==> config.mk <==
export PLATFORM = sky130hd
export DESIGN_NAME = textured_wall_column_walker
export DESIGN_NICKNAME = d
export VERILOG_FILES = /design/src/rtl/twcw_pkg.sv /design/src/rtl/twcw_setup.sv /design/src/rtl/textured_wall_column_walker.sv
export SDC_FILE = /design/constraint.sdc
export NUM_CORES = 1
export LEC_CHECK = 0
export BUFFER_PORTS_ARGS = -buffer_cell sky130_fd_sc_hd__buf_4
export CORE_ASPECT_RATIO = 1.5
export CORE_MARGIN = 8
export CORE_UTILIZATION = 40
export CTS_CLUSTER_DIAMETER = 60
export DETAILED_ROUTE_END_ITERATION = 8
export HOLD_SLACK_MARGIN = 0.15
export PLACE_DENSITY = 0.67
export SYNTH_ARGS = -nofsm -noshare
export SYNTH_HDL_FRONTEND = slang
export SYNTH_SLANG_ARGS = --single-unit
==> constraint.sdc <==
create_clock -name clk -period 15.2 [get_ports clk]
set_input_delay 0.76 -clock clk [delete_from_list [all_inputs] [get_ports clk]]
set_output_delay 0.76 -clock clk [all_outputs]
set_load 0.05 [all_outputs]
==> src/rtl/twcw_pkg.sv <==
// Package for the textured wall column walker.
// Channel payload structs, setup result bundle, sequencer states and codes.
// No dependencies.
package twcw_pkg;

  // Configuration register indexes
  localparam logic CFG_CEILING = 1'b0;
  localparam logic CFG_FLOOR   = 1'b1;

  // Pixel region codes
  localparam logic [1:0] REGION_CEILING = 2'd0;
  localparam logic [1:0] REGION_WALL    = 2'd1;
  localparam logic [1:0] REGION_FLOOR   = 2'd2;

  // Command codes
  localparam logic CMD_LOAD = 1'b0;
  localparam logic CMD_NEXT = 1'b1;

  // Serial unit sizes
  localparam int DIV_STEPS  = 25;  // quotient bits of (TEXTURE_HEIGHT << 16) / proj_height
  localparam int DIR_BITS   = 16;  // multiplier bits of the wall hit product
  localparam int STEP_BITS  = 24;  // multiplier bits of the accumulator start product
  localparam logic [24:0] STEP_MAX = 25'h0FF_FFFF;

  typedef struct packed {
    logic               cmd;
    logic [9:0]         column;
    logic               wall_side;
    logic signed [15:0] dir_x;
    logic signed [15:0] dir_y;
    logic [23:0]        pos_x;
    logic [23:0]        pos_y;
    logic [23:0]        wall_dist;
    logic [15:0]        proj_height;
    logic [8:0]         span_start;
    logic [9:0]         span_end;
  } req_t;

  typedef struct packed {
    logic [9:0]  out_column;
    logic [8:0]  out_row;
    logic [1:0]  region;
    logic [1:0]  texture_id;
    logic [5:0]  tex_col;
    logic [5:0]  tex_row;
    logic [23:0] fill_color;
    logic        last_row;
  } pix_t;

  // Column setup results handed to the walker
  typedef struct packed {
    logic        busy;
    logic        done;
    logic [1:0]  texture;
    logic [5:0]  tex_col;
    logic [23:0] tex_step;
    logic [31:0] tex_accum;
  } setup_res_t;

  typedef enum logic [1:0] {
    SU_IDLE,
    SU_DIVIDE,
    SU_SCALE,
    SU_DONE
  } su_state_t;

endpackage

==> src/rtl/twcw_setup.sv <==
// Column setup unit: texture choice, texture column, row step and start accumulator.
// Shift-and-add multipliers and a restoring divider, one bit per cycle.
// Depends on twcw_pkg.
module twcw_setup import twcw_pkg::*; #(
  parameter int SCREEN_HEIGHT  = 512,
  parameter int TEXTURE_WIDTH  = 64,
  parameter int TEXTURE_HEIGHT = 64
) (
  input  logic       clk,
  input  logic       rst,
  input  logic       start,
  input  req_t       req,
  output setup_res_t res
);

  localparam logic [24:0] DIVIDEND = 25'(TEXTURE_HEIGHT * 65536);
  localparam logic [17:0] HALF_SCREEN = 18'(SCREEN_HEIGHT / 2);

  su_state_t state, state_next;
  logic [4:0] cnt;

  // Hit product: pos * 2^14 + dist * dir, kept modulo 2^30
  logic [29:0] hit_acc;
  logic [29:0] hit_mcand;
  logic [15:0] hit_mplier;

  // Restoring divider
  logic [15:0] divisor;
  logic [15:0] rem;
  logic [24:0] dvd;
  logic [24:0] quot;
  logic [24:0] quot_next;
  logic [16:0] trial;
  logic        trial_ok;

  // Start accumulator product, modulo 2^32
  logic [31:0] acc_sum;
  logic [31:0] acc_mcand;
  logic [23:0] acc_mplier;

  logic [1:0]  texture;
  logic        mirror;
  logic [8:0]  span_start;
  logic [5:0]  tex_col;
  logic [23:0] tex_step;

  // Derived values at the end of the divide phase
  logic [15:0] frac;
  logic [24:0] col_prod;
  logic [8:0]  tx;
  logic [8:0]  tx_sel;
  logic [23:0] step_sat;
  logic [17:0] offs;

  // Sequencer state
  always_ff @(posedge clk) begin
    if (rst) begin
      state <= SU_IDLE;
    end else begin
      state <= state_next;
    end
  end

  always_comb begin
    state_next = state;
    case (state)
      SU_IDLE:   if (start) state_next = SU_DIVIDE;
      SU_DIVIDE: if (cnt == 5'(DIV_STEPS - 1)) state_next = SU_SCALE;
      SU_SCALE:  if (cnt == 5'(STEP_BITS - 1)) state_next = SU_DONE;
      SU_DONE:   state_next = SU_IDLE;
      default:   state_next = SU_IDLE;
    endcase
  end

  // Divider step; quot_next holds the full quotient on the last divide cycle
  assign trial     = {rem, dvd[24]};
  assign trial_ok  = trial >= {1'b0, divisor};
  assign quot_next = {quot[23:0], trial_ok};

  // Texture column from the hit fraction
  assign frac     = hit_acc[29:14];
  assign col_prod = {9'b0, frac} * 25'(TEXTURE_WIDTH);
  assign tx       = col_prod[24:16];
  assign tx_sel   = mirror ? 9'(TEXTURE_WIDTH - 1) - tx : tx;
  assign step_sat = (quot_next > STEP_MAX) ? STEP_MAX[23:0] : quot_next[23:0];
  assign offs     = {9'b0, span_start} - HALF_SCREEN + {3'b0, divisor[15:1]};

  // Datapath
  always_ff @(posedge clk) begin
    if (rst) begin
      cnt <= '0;
    end else begin
      case (state)
        SU_IDLE: begin
          cnt <= '0;
          if (start) begin
            span_start <= req.span_start;
            divisor    <= (req.proj_height == 16'd0) ? 16'd1 : req.proj_height;
            rem        <= '0;
            dvd        <= DIVIDEND;
            quot       <= '0;
            hit_mcand  <= {6'b0, req.wall_dist};
            if (req.wall_side == 1'b0) begin
              texture    <= (req.dir_x > 16'sd0) ? 2'd0 : 2'd1;
              mirror     <= req.dir_x > 16'sd0;
              hit_acc    <= {req.pos_y[15:0], 14'b0};
              hit_mplier <= req.dir_y;
            end else begin
              texture    <= (req.dir_y > 16'sd0) ? 2'd2 : 2'd3;
              mirror     <= req.dir_y < 16'sd0;
              hit_acc    <= {req.pos_x[15:0], 14'b0};
              hit_mplier <= req.dir_x;
            end
          end
        end
        SU_DIVIDE: begin
          // One quotient bit per cycle
          rem  <= trial_ok ? 16'(trial - {1'b0, divisor}) : trial[15:0];
          dvd  <= {dvd[23:0], 1'b0};
          quot <= quot_next;
          // One multiplier bit per cycle; the sign bit weighs negative
          if (cnt < 5'(DIR_BITS)) begin
            if (hit_mplier[0]) begin
              hit_acc <= (cnt == 5'(DIR_BITS - 1)) ? hit_acc - hit_mcand
                                                   : hit_acc + hit_mcand;
            end
            hit_mcand  <= {hit_mcand[28:0], 1'b0};
            hit_mplier <= {1'b0, hit_mplier[15:1]};
          end
          if (cnt == 5'(DIV_STEPS - 1)) begin
            cnt        <= '0;
            tex_col    <= tx_sel[5:0];
            tex_step   <= step_sat;
            acc_mplier <= step_sat;
            acc_mcand  <= {{14{offs[17]}}, offs};
            acc_sum    <= '0;
          end else begin
            cnt <= cnt + 5'd1;
          end
        end
        SU_SCALE: begin
          if (acc_mplier[0]) acc_sum <= acc_sum + acc_mcand;
          acc_mcand  <= {acc_mcand[30:0], 1'b0};
          acc_mplier <= {1'b0, acc_mplier[23:1]};
          cnt        <= cnt + 5'd1;
        end
        default: cnt <= '0;
      endcase
    end
  end

  assign res.busy      = state != SU_IDLE;
  assign res.done      = state == SU_DONE;
  assign res.texture   = texture;
  assign res.tex_col   = tex_col;
  assign res.tex_step  = tex_step;
  assign res.tex_accum = acc_sum;

endmodule

==> src/rtl/textured_wall_column_walker.sv <==
// Textured wall column walker: renders one raycaster screen column a pixel at a time.
// Top level: request and pixel channels, color registers, row walk, output register.
// Depends on twcw_pkg and twcw_setup.
//
// Usage: send a load request (cmd 0) with the ray hit, then one next request (cmd 1)
// per pixel. Each next request yields one pixel transfer on the pix channel for rows
// 0 .. SCREEN_HEIGHT-1, the last one flagged with last_row. Requests with no column
// loaded, or past the end of the column, are taken and yield nothing; so are the
// pixels of a column at or beyond SCREEN_WIDTH.
// Setup: a load holds req_ready low while the setup unit runs its bit-serial
// divider with the 16-bit hit multiply beside it, then a serial multiply for the
// start accumulator, then a hand-off state.
// A next request's pixel appears in the output register the cycle after the
// transfer, and next requests stream at one per cycle while pix_ready is high.
// Stall: while a pixel waits in the output register and pix_ready is low, req_ready
// is low; the output holds steady.
// Reset: no column loaded, output empty, both fill colors zero. Color writes on
// cfg_en apply from the next pixel.
module textured_wall_column_walker import twcw_pkg::*; #(
  parameter int SCREEN_HEIGHT  = 512,
  parameter int SCREEN_WIDTH   = 1024,
  parameter int TEXTURE_WIDTH  = 64,
  parameter int TEXTURE_HEIGHT = 64
) (
  input  logic        clk,
  input  logic        rst,
  input  logic        req_valid,
  output logic        req_ready,
  input  req_t        req,
  output logic        pix_valid,
  input  logic        pix_ready,
  output pix_t        pix,
  input  logic        cfg_en,
  input  logic        cfg_index,
  input  logic [23:0] cfg_data
);

  setup_res_t su;
  logic       take;
  logic       take_load;
  logic       take_next;

  logic [23:0] ceiling_color;
  logic [23:0] floor_fill;

  logic        active;
  logic [9:0]  row_counter;
  logic [31:0] tex_accum;
  logic [23:0] tex_step;
  logic [5:0]  held_tex_col;
  logic [1:0]  held_texture;
  logic [9:0]  held_span_start;
  logic [9:0]  held_span_end;
  logic [9:0]  held_column;

  logic [10:0] row_inc;
  logic        is_last;
  logic        in_ceiling;
  logic        in_wall;
  logic        col_visible;
  logic [15:0] row_int;

  assign req_ready = !su.busy && (!pix_valid || pix_ready);
  assign take      = req_valid && req_ready;
  assign take_load = take && (req.cmd == CMD_LOAD);
  assign take_next = take && (req.cmd == CMD_NEXT);

  twcw_setup #(
    .SCREEN_HEIGHT (SCREEN_HEIGHT),
    .TEXTURE_WIDTH (TEXTURE_WIDTH),
    .TEXTURE_HEIGHT(TEXTURE_HEIGHT)
  ) u_setup (
    .clk  (clk),
    .rst  (rst),
    .start(take_load),
    .req  (req),
    .res  (su)
  );

  // Color registers
  always_ff @(posedge clk) begin
    if (rst) begin
      ceiling_color <= '0;
      floor_fill    <= '0;
    end else if (cfg_en) begin
      case (cfg_index)
        CFG_CEILING: ceiling_color <= cfg_data;
        CFG_FLOOR:   floor_fill    <= cfg_data;
        default:     ;
      endcase
    end
  end

  // Row classification
  assign row_inc     = {1'b0, row_counter} + 11'd1;
  assign is_last     = row_inc >= 11'(SCREEN_HEIGHT);
  assign in_ceiling  = row_counter < held_span_start;
  assign in_wall     = row_counter < held_span_end;
  assign col_visible = {1'b0, held_column} < 11'(SCREEN_WIDTH);
  assign row_int     = tex_accum[31:16] & 16'(TEXTURE_HEIGHT - 1);

  // Column walk state
  always_ff @(posedge clk) begin
    if (rst) begin
      active      <= 1'b0;
      row_counter <= '0;
    end else if (take_load) begin
      active          <= 1'b0;
      held_span_start <= {1'b0, req.span_start};
      held_span_end   <= req.span_end;
      held_column     <= req.column;
    end else if (su.done) begin
      active       <= 1'b1;
      row_counter  <= '0;
      tex_accum    <= su.tex_accum;
      tex_step     <= su.tex_step;
      held_tex_col <= su.tex_col;
      held_texture <= su.texture;
    end else if (take_next && active) begin
      row_counter <= row_inc[9:0];
      if (is_last) active <= 1'b0;
      if (!in_ceiling && in_wall) tex_accum <= tex_accum + {8'b0, tex_step};
    end
  end

  // Output register
  always_ff @(posedge clk) begin
    if (rst) begin
      pix_valid <= 1'b0;
    end else begin
      if (pix_ready) pix_valid <= 1'b0;
      if (take_next && active && col_visible) pix_valid <= 1'b1;
    end
  end

  always_ff @(posedge clk) begin
    if (take_next && active) begin
      pix.out_column <= held_column;
      pix.out_row    <= row_counter[8:0];
      pix.last_row   <= is_last;
      if (in_ceiling) begin
        pix.region     <= REGION_CEILING;
        pix.texture_id <= '0;
        pix.tex_col    <= '0;
        pix.tex_row    <= '0;
        pix.fill_color <= ceiling_color;
      end else if (in_wall) begin
        pix.region     <= REGION_WALL;
        pix.texture_id <= held_texture;
        pix.tex_col    <= held_tex_col;
        pix.tex_row    <= row_int[5:0];
        pix.fill_color <= '0;
      end else begin
        pix.region     <= REGION_FLOOR;
        pix.texture_id <= '0;
        pix.tex_col    <= '0;
        pix.tex_row    <= '0;
        pix.fill_color <= floor_fill;
      end
    end
  end

endmodule
; ---- Word-level counts from Yosys, hierarchy flattened
; Index checks and enable logic that the tools add are counted.
[word_totals]
out_inout_bits = 62
in_bits = 181
wordCells = 160
register_bits = 507
[classes]
add_sub_neg = 10
eq_ne = 12
n_bitwise = 5
reduce_logical = 36
mux = 51
order_cmp = 9
[op_table]
columns = operator, count
row1 = $mux 30, 7
row2 = $mux 32, 6
row3 = $pmux 32 s2, 2
row4 = $pmux 30 s2, 2
row5 = $mux 24, 4
row6 = $pmux 24 s2, 2
row7 = $mux 16, 5
row8 = $pmux 16 s2, 2
row9 = $pmux 25 s2, 1
row10 = $mux 40, 1
row11 = $add 32x24->32, 1
row12 = $add 32x32->32, 1
row13 = $gt 16x1->1 const B, 2
row14 = $add 30x30->30, 1
row15 = $sub 30x30->30, 1
row16 = $gt 25x24->1 const B, 1
row17 = $mux 25, 1
row18 = $mux 10, 2
row19 = $add 18x15->18, 1
row20 = $reduce_and 3->1, 6
row21 = $ge 17x16->1, 1
row22 = $logic_not 16->1, 1
row23 = $lt 16x1->1 const B, 1
row24 = $sub 16x16->16, 1
row25 = 30 further kinds, 70

; ---- Logic depth before layout (Yosys ltp)
; Gate-level depths: netlist of run 1.
[logic_depth]
depth_word = 8
depth_mapped = 19
depth_no_buf = 19

; ---- Modules after synthesis
; Synthesis of run 1 repeated with hierarchy kept, for this count alone.
[unflattened]
hier_cells = 2281
hier_area_um2 = 25311.8
[by_module_without_submodules]
columns = module, seq_area_each_um2, cells_per_inst, area_per_inst_um2, instances
row1 = twcw_setup, 8097.8, 1481, 16290.6, 1
row2 = textured_wall_column_walker, 5435.2, 800, 9021.2, 1

; ---- Worst setup path after synthesis of run 1
; Ideal clock, no wire load.
[synth_timing]
kind = input port to flip-flop
start = input port pix_ready
end = register u_setup.hit_acc[0] (enable)
arrival_time_ps = 5777
path_stages = 7
slack_ps = 9034
setup_ps = 389
path_cell_list = nand2b_1 > nand3_1 > or2_2 > clkbuf_1 > a21oi_1 > and2_1 > o21a_1
[synth_between]
elab_chain_cells = 6
[synth_lines]
columns = element, line_no
row1 = from (decl), textured_wall_column_walker.sv:31  ; input logic pix_ready,
row2 = $logic_or 1x1->1, textured_wall_column_walker.sv:63  ; assign req_ready = !su.busy && (!pix_valid || pix_ready);
row3 = $logic_and 1x1->1, textured_wall_column_walker.sv:63
row4 = $logic_and 1x1->1, textured_wall_column_walker.sv:64  ; assign take = req_valid && req_ready;
row5 = $logic_and 1x1->1, textured_wall_column_walker.sv:65  ; assign take_load = take && (req.cmd == CMD_LOAD);
row6 = $ne 2x2->1 (no source line), -
row7 = $reduce_and 5->1 (no source line), -
row8 = to (signal assigned), twcw_setup.sv:106  ; hit_acc <= {req.pos_y[15:0], 14'b0};
row9 = to (signal assigned), twcw_setup.sv:111  ; hit_acc <= {req.pos_x[15:0], 14'b0};
row10 = to (signal assigned), twcw_setup.sv:124  ; hit_acc <= (cnt == 5'(DIR_BITS - 1)) ? hit_acc - hit_mcand
row11 = to (decl), twcw_setup.sv:23  ; logic [29:0] hit_acc;
; Every way passes these cells.
; A chain may end at the register's enable or synchronous reset.

; ---- Worst setup path in the final report of run 1
[layout_timing]
start = register u_setup.hit_mcand[0]
end = register u_setup.hit_acc[28], data pin
[layout_between]
elab_chain_cells = 5
elab_cells_between_ends = 6
[layout_lines]
columns = element, line_no
row1 = from (decl), twcw_setup.sv:24  ; logic [29:0] hit_mcand;
row2 = from (signal assigned), twcw_setup.sv:102  ; hit_mcand <= {6'b0, req.wall_dist};
row3 = from (signal assigned), twcw_setup.sv:127  ; hit_mcand <= {hit_mcand[28:0], 1'b0};
row4 = $add 30x30->30 / $sub 30x30->30 (equally long branches), "twcw_setup.sv:125, twcw_setup.sv:124"
row5 = $mux 30 (*), twcw_setup.sv:124
row6 = $mux 30 (*), twcw_setup.sv:123  ; if (hit_mplier[0]) begin
row7 = $mux 30 (*), twcw_setup.sv:122  ; if (cnt < 5'(DIR_BITS)) begin
row8 = $pmux 30 s2 (*), twcw_setup.sv:93  ; case (state)
; Every way passes the cells marked *; elsewhere a longest branch is shown, timed or not. The select of a mux whose other input is x is not followed.

==> impl_metrics.py, run 1 <==
metrics = {
    "worst_setup_path": {
        "r2r_setup_slack_ns": 10.22,
        "worstPathRequired_ns": 15.55,
        "endpoint_kind": "flip-flop",
        "crit_type": "flip-flop to flip-flop",
        "rr_endpoint": "u_setup.hit_acc[28]$_DFFE_PP_",
        "critPathArrivalTime_ns": 5.32,
        "reg2reg_from": "u_setup.hit_mcand[0]$_SDFFCE_PP0P_",
        "startpoint_type": "flip-flop",
        "reg2reg_depth": 18,
        "cp_max_fo": 7,
    },
    "power": {
        "internal_power_uw": 2470,
        "p_per_area_mw_per_mm2": 127,
        "clkPwrFrac": 0.325,
        "share_comb_of_total_power": 0.229,
        "power.share.switching": 0.294,
        "power_frac_seq": 0.446,
        "peakVddDrop_mv": 0.0796,
        "switchingPower_uw": 1030,
        "p_leak_uw": 0.0104,
    },
    "clock_network": {
        "numCtsBuffers": 47,
        "clk_path_buf_depth": 3,
        "ctsHoldBuffers": 0,
        "insertion_delay_ns": 0.59,
        "ctsRootBufferMaster": "clkbuf_16",
        "clk_pin_slew_ns": 0.06,
        "cts_setup_buffers": 0,
        "cts.repair.resized": 0,
        "htree_num_levels": 2,
        "cts.sinks": 451,
        "tritoncts": "built",
    },
    "floorplanning": {
        "core.rowCount": 108,
        "die_area_mm2": 0.0667,
        "die_x_um": 213,
        "chipHeight_um": 312,
        "start_util": 0.405,
        "ios": 243,
        "core-area_mm2": 0.0578,
    },
    "final_layout": {
        "final_core_util": 0.474,
        "drive_gt1_frac": 0.182,
        "multi_input_area_mm2": 0.00986,
        "final_area_mm2": 0.0274,
        "final_common_cell": "edfxtp_1",
        "fillers": 5266,
        "num_antenna_cells": 0,
        "final_cell_mix": "edfxtp_1, buf_4, nand2_1",
        "final_nets": 2629,
        "final_cells": 3122,
        "area_growth_syn_to_layout_pct": 17.1,
        "seqCellArea_mm2": 0.0129,
    },
    "min_path": {
        "min_to": "held_span_end[2]$_DFFE_PP_",
        "holdPathStages": 1,
        "min_path_type": "primary input to flip-flop",
        "hp-start": "req[2]",
    },
    "status": {
        "outcome": "finished, final reports clean",
    },
    "placed_design": {
        "place_ws_ns": 10.33,
        "dp_cells": 3035,
        "placed_cell_area_mm2": 0.0259,
        "place.gp.congestion": 0.884,
        "portBuffers": 226,
        "hpwl_mm": 38.8,
    },
    "global_route": {
        "grt_pass1_vias": 17100,
        "grt_max_degree": 97,
        "grt_first_pass_wirelength_mm": 86.1,
        "grt_overflow": 0,
        "grt_util_all_layers": 0.158,
        "antenna_found_initial": 0,
    },
    "synth": {
        "yosys.area.top_type": "edfxtp_1",
        "synthArstFlopShare": 0,
        "ys.warnings.count": 0,
        "synth_top_area_frac": 0.493,
        "synth_edf_count": 384,
        "syn_area_per_cell_um2": 11.0,
        "yosysSeqAreaShare": 0.550,
        "syn_inst": 2118,
        "ys_seq_elements": 451,
        "ys_top_cells_by_area": "edfxtp_1, ha_1, dfxtp_1, nand2_1, a21oi_1",
        "synth_cell_type_count": 76,
        "synth_ff_type": "edfxtp_1",
        "syn-num-nets": 2433,
        "syn_area_mm2": 0.0234,
    },
    "sta": {
        "relSlewSlack": 0.217,
        "setup_violations": 0,
        "period_share": 0.327,
        "skew_ns": 0.0169,
        "finalSetupTns_ns": 0,
        "worst_pin_slew_ns": 1.17,
        "min_period_ns": 4.98,
        "slew_viol_final": 0,
        "max_freq_mhz": 201,
        "rsz0062_at_grt": "no",
        "hold_viol_final": 0,
        "setup_ws_ns": 10.22,
    },
    "routing": {
        "drt-wirelength-per-cell_um": 17.1,
        "drt_wl_total_mm": 53.3,
        "drt_iter0_markers": 947,
        "drcViolationCount": 0,
        "first_pass_iters": 7,
        "drtAntennaViolNets": 0,
        "viasPerCell": 5.33,
        "vias": 16700,
    },
    "run": {
        "maxCapViolCount": 0,
    },
}
[power groups by stage]
| stage | clock network, uW | logic, uW | registers [uW] |
|---|---|---|---|
| after floorplan | 0 | 597 | 1570 |
| after global placement | 0 | 778 | 1580 |
| after detailed placement | 0 | 802 | 1580 |
| after CTS | 1170 | 807 | 1560 |
| after global routing | 1210 | 897 | 1570 |
| final | 1140 | 800 | 1560 |
[worst max-delay path by stage]
stage / start / to / depth (start not counted)
2_1_floorplan: pix_ready / u_setup.hit_acc[0]$_SDFFCE_PN0P_ / 7
3_3_place_gp: u_setup.hit_mcand[0]$_SDFFCE_PP0P_ / u_setup.hit_acc[28]$_DFFE_PP_ / 18
3_5_place_dp: u_setup.hit_mcand[0]$_SDFFCE_PP0P_ / u_setup.hit_acc[28]$_DFFE_PP_ / 18
4_1_cts: u_setup.hit_mcand[0]$_SDFFCE_PP0P_ / u_setup.hit_acc[28]$_DFFE_PP_ / 18
5_1_grt: u_setup.hit_mcand[0]$_SDFFCE_PP0P_ / u_setup.hit_acc[28]$_DFFE_PP_ / 18
6_report: u_setup.hit_mcand[0]$_SDFFCE_PP0P_ / u_setup.hit_acc[28]$_DFFE_PP_ / 18
[state kept, by name, indices dropped and copies added (netlist names), 16 cells and up]
| register | cells |
|---|---|
| u_setup.acc_mcand | 22 |
| u_setup.hit_acc | 30 |
| pix | 60 |
| ceiling_color | 24 |
| u_setup.acc_sum | 22 |
| floor_fill | 24 |
| u_setup.divisor | 16 |
| u_setup.hit_mcand | 30 |
| u_setup.hit_mplier | 16 |
| u_setup.quot | 24 |
| u_setup.tex_step | 22 |
| u_setup.acc_mplier | 24 |
| tex_step | 22 |
| tex_accum | 22 |
| u_setup.rem | 16 |
[cell usage after synthesis (all sizes together) (26+ instances only)]
cell type,count
nor3,39
nand3,50
mux2i,41
nor2,143
clkbuf,85
edfxtp,384
and2,41
inv,87
dfxtp,67
ha,129
a211oi,28
o21ai,117
a21oi,160
or2,31
a21o,38
nor2b,26
xor2,41
mux2,49
and3,34
nand2,231
xnor2,66
[cell type report]
class / instances / share of cell area
Sequential cell: 451 / 0.470
Multi-Input combinational cell: 1478 / 0.360
Timing Repair Buffer: 247 / 0.0677
Clock buffer: 61 / 0.0467
Tap cell: 770 / 0.0352
Inverter: 89 / 0.0122
Clock inverter: 26 / 0.00890
[through the flow]
stage	power, uW	hold WS [ns]
after global routing	3670	0.310
final	3490	0.342
after CTS	3530	0.302
after global placement	2360	0.404
after detailed placement	2390	0.409
after floorplan	2170	0.400
[cells by family after synthesis]
kind of cell             after synthesis  synth area share
AND/OR/NAND/NOR                      669             0.136
AO/OA/AOI/OAI                        478             0.128
flip-flops                           451             0.550
buffers and inverters                189            0.0313
adder cells (fa/ha/maj)              134            0.0732
XOR/XNOR                             107            0.0400
multiplexers                          90            0.0411
[metal layers]
| layer | up-vias | track usage | share of wire |
|---|---|---|---|
| met5 | - | 0 | 0 |
| met4 | 0 | 0.0631 | 0.035 |
| met3 | 116 | 0.0276 | 0.053 |
| met2 | 476 | 0.284 | 0.51 |
| met1 | 7945 | 0.182 | 0.40 |
| li1 | 8117 | - | - |
[critical path: stages, from the launching register on]
cell and delay [ns]:
edfxtp_1 0.45, inv_1 0.09, ha_1 0.17, nand2b_1 0.09, or4_1 0.42, or2_2 0.31, nor4_2 0.29, and2_1 0.35
nor2_1 0.10, xnor2_1 0.15, ha_1 0.36, nand2_1 0.09, o21ai_0 0.10, o41ai_1 0.44, o211ai_1 0.26, a31oi_1 0.37
o21ai_1 0.13, mux2i_1 0.15, a2111oi_1 0.42
(Power assumes the default switching activity.)
==> inputs of run 2 (changes only) <==
==> constraint.sdc (replaced) <==
create_clock -name clk -period 4.8 [get_ports clk]
set_input_delay 0.24 -clock clk [delete_from_list [all_inputs] [get_ports clk]]
set_output_delay 0.24 -clock clk [all_outputs]
set_load 0.05 [all_outputs]
==> run 2 against run 1 <==
- register-to-register slack lost 10 ns
- die area is the same
- non-clock buffer count grew 159
- first-iteration DRC count shrank 9.4%
- critical endpoint is now u_setup.hit_acc[26]$_DFFE_PP_
- clock-buffer cell count shrank 5
- combinational power grew to 3.4 times the previous value
==> impl_metrics.py, run 2 (synthesis results as in run 1) <==
metrics = {
    "worst_setup_path": {
        "startpoint_type": "flip-flop",
        "crit_slowest_cell": "edfxtp_1",
        "r2r_setup_slack_ns": 0.24,
        "reg2reg_from": "u_setup.hit_mcand[1]$_DFFE_PP_",
        "rr_endpoint": "u_setup.hit_acc[26]$_DFFE_PP_",
        "crit_family": "simple AND/OR/NAND/NOR gates",
        "critPathArrivalTime_ns": 4.88,
        "crit_path_frequent_cell": "ha_1",
        "slowest_delay_ns": 0.42,
        "cp_max_fo": 7,
        "reg2reg_depth": 18,
        "crit_type": "flip-flop to flip-flop",
        "endpoint_kind": "flip-flop",
        "worst-path-buf-inv": 1,
        "cp_cell_sequence": "inv_1 -> ha_1 -> nand2b_1 -> or4_1 -> or2_2 -> nor4_4 -> and2_4 -> nor2_1 -> xnor2_1 -> ha_1 -> and4_1 -> and3_1 -> o21ai_1 -> o211ai_1 -> nand2_1 -> o311a_1 -> a211oi_1 -> a311oi_1",
        "worstPathRequired_ns": 5.13,
    },
    "routing": {
        "drt_wl_total_mm": 56.2,
        "viasPerCell": 5.28,
        "drtAntennaViolNets": 0,
        "vias": 17300,
        "drt-wirelength-per-cell_um": 17.1,
        "drt_iter0_markers": 858,
        "drcViolationCount": 0,
        "first_pass_iters": 6,
    },
    "sta": {
        "skew_ns": 0.0405,
        "max_freq_mhz": 219,
        "setup_violations": 0,
        "min_period_ns": 4.56,
        "hold_viol_final": 0,
        "finalSetupTns_ns": 0,
        "period_share": 0.949,
        "hold_ws_ns": 0.193,
        "slew_viol_final": 0,
        "worst_pin_slew_ns": 1.09,
        "relSlewSlack": 0.274,
        "setup_ws_ns": 0.244,
        "rsz0062_at_grt": "no",
    },
    "power": {
        "switchingPower_uw": 3300,
        "p_per_area_mw_per_mm2": 389,
        "power_frac_seq": 0.437,
        "clkPwrFrac": 0.326,
        "internal_power_uw": 8000,
        "p_leak_uw": 0.0111,
        "share_comb_of_total_power": 0.237,
        "p_total_uw": 11300,
        "power.share.switching": 0.292,
        "peakVddDrop_mv": 0.314,
    },
    "floorplanning": {
        "die_x_um": 213,
        "die_area_mm2": 0.0667,
        "core.rowCount": 108,
        "ios": 243,
        "chipHeight_um": 312,
        "core-area_mm2": 0.0578,
        "start_util": 0.405,
    },
    "final_layout": {
        "drive_gt1_frac": 0.174,
        "largest_reg_flops": 60,
        "top_register": "pix",
        "final_cell_mix": "edfxtp_1, buf_4, nand2_1",
        "area_growth_syn_to_layout_pct": 24.1,
        "final_common_cell": "edfxtp_1",
        "final_nets": 2787,
        "fillers": 5127,
        "top_regs": "pix (60), u_setup.hit_acc (30), u_setup.hit_mcand (30)",
        "num_antenna_cells": 0,
    },
    "clock_network": {
        "insertion_delay_ns": 0.61,
        "clk_pin_slew_ns": 0.06,
        "ctsRootBufferMaster": "clkbuf_16",
        "clk_path_buf_depth": 3,
        "tritoncts": "built",
        "numCtsBuffers": 46,
        "cts.sinks": 451,
        "htree_num_levels": 2,
    },
    "min_path": {
        "hp-start": "cfg_index",
        "min_to": "ceiling_color[11]$_SDFFE_PP0P_",
        "holdPathStages": 5,
        "min_path_type": "primary input to flip-flop",
    },
    "placed_design": {
        "portBuffers": 226,
        "hpwl_mm": 39.6,
        "place.gp.congestion": 0.896,
        "place_ws_ns": 0.0919,
    },
    "global_route": {
        "grt_max_degree": 79,
        "grt_overflow": 0,
        "grt_pass1_vias": 17800,
        "grt_first_pass_wirelength_mm": 89.7,
        "antenna_found_initial": 2,
        "grt_util_all_layers": 0.164,
    },
    "run": {
        "maxCapViolCount": 0,
    },
    "status": {
        "outcome": "finished, final reports clean",
    },
}
## run 2: power groups by stage
stage | combinational (uW) | clock, uW | sequential [uW]
floorplan | 1900 | 0 | 4960
global placement | 2470 | 0 | 5010
detailed placement | 2550 | 0 | 5020
CTS | 2680 | 3760 | 4940
global route | 2980 | 3900 | 4970
finish | 2680 | 3690 | 4930
## run 2: final cells by class
type	instances	area (um2)	share of cell area
Sequential cell	451	12900	0.443
Multi-Input combinational cell	1478	9880	0.340
Timing Repair Buffer	406	3440	0.118
Clock buffer	56	1250	0.0430
Tap cell	770	963	0.0332
Inverter	89	334	0.0115
Clock inverter	30	320	0.0110
## run 2: how the worst max path moves through the flow
stage | start | endpoint | slack, ns | cells past startpoint
global placement | u_setup.hit_mcand[0]$_SDFFCE_PP0P_ | u_setup.hit_acc[28]$_DFFE_PP_ | 0.14 | 18
CTS | u_setup.hit_mcand[0]$_SDFFCE_PP0P_ | u_setup.hit_acc[28]$_DFFE_PP_ | 0.04 | 18
finish | u_setup.hit_mcand[1]$_DFFE_PP_ | u_setup.hit_acc[26]$_DFFE_PP_ | 0.24 | 18
floorplan | pix_valid$_SDFFE_PP0P_ | u_setup.hit_acc[0]$_SDFFCE_PN0P_ | 0.28 | 7
global route | u_setup.hit_mcand[0]$_SDFFCE_PP0P_ | u_setup.hit_acc[28]$_DFFE_PP_ | 0.02 | 18
detailed placement | u_setup.hit_mcand[0]$_SDFFCE_PP0P_ | u_setup.hit_acc[28]$_DFFE_PP_ | 0.09 | 18
## run 2: layer usage
layer  up-vias  GRT usage  wire [um]  share of wire
met5         -          0         11        0.00020
met4         2     0.0578       1690          0.030
met3       112     0.0305       2910          0.052
met2       464      0.301      29100           0.52
met1      8304      0.187      22500           0.40
li1       8427          -          -              -
## run 2: per-stage QoR
| stage | cells | instance area (um2) | util |
|---|---|---|---|
| final | 3280 | 29100 | 0.502 |
| after detailed placement | 3038 | 25900 | 0.448 |
| after floorplan | 2118 | 23400 | - |
| after global routing | 3280 | 29100 | 0.502 |
| after global placement | 3038 | 25900 | 0.448 |
| after CTS | 3279 | 29000 | 0.502 |
## run 2: timing repair
item	4_1_cts	5_1_grt
hold endpoints to repair	161	0
endpoints found under the setup margin	0	6
hold buffers	155	0
gates resized for setup	0	5
buffers inserted	0	1
## run 2: tightest hold or removal path: stages
cell and delay [ns]:
buf_4 0.09, nor2b_1 0.04, buf_4 0.22, nand2_1 0.10, a21oi_1 0.05
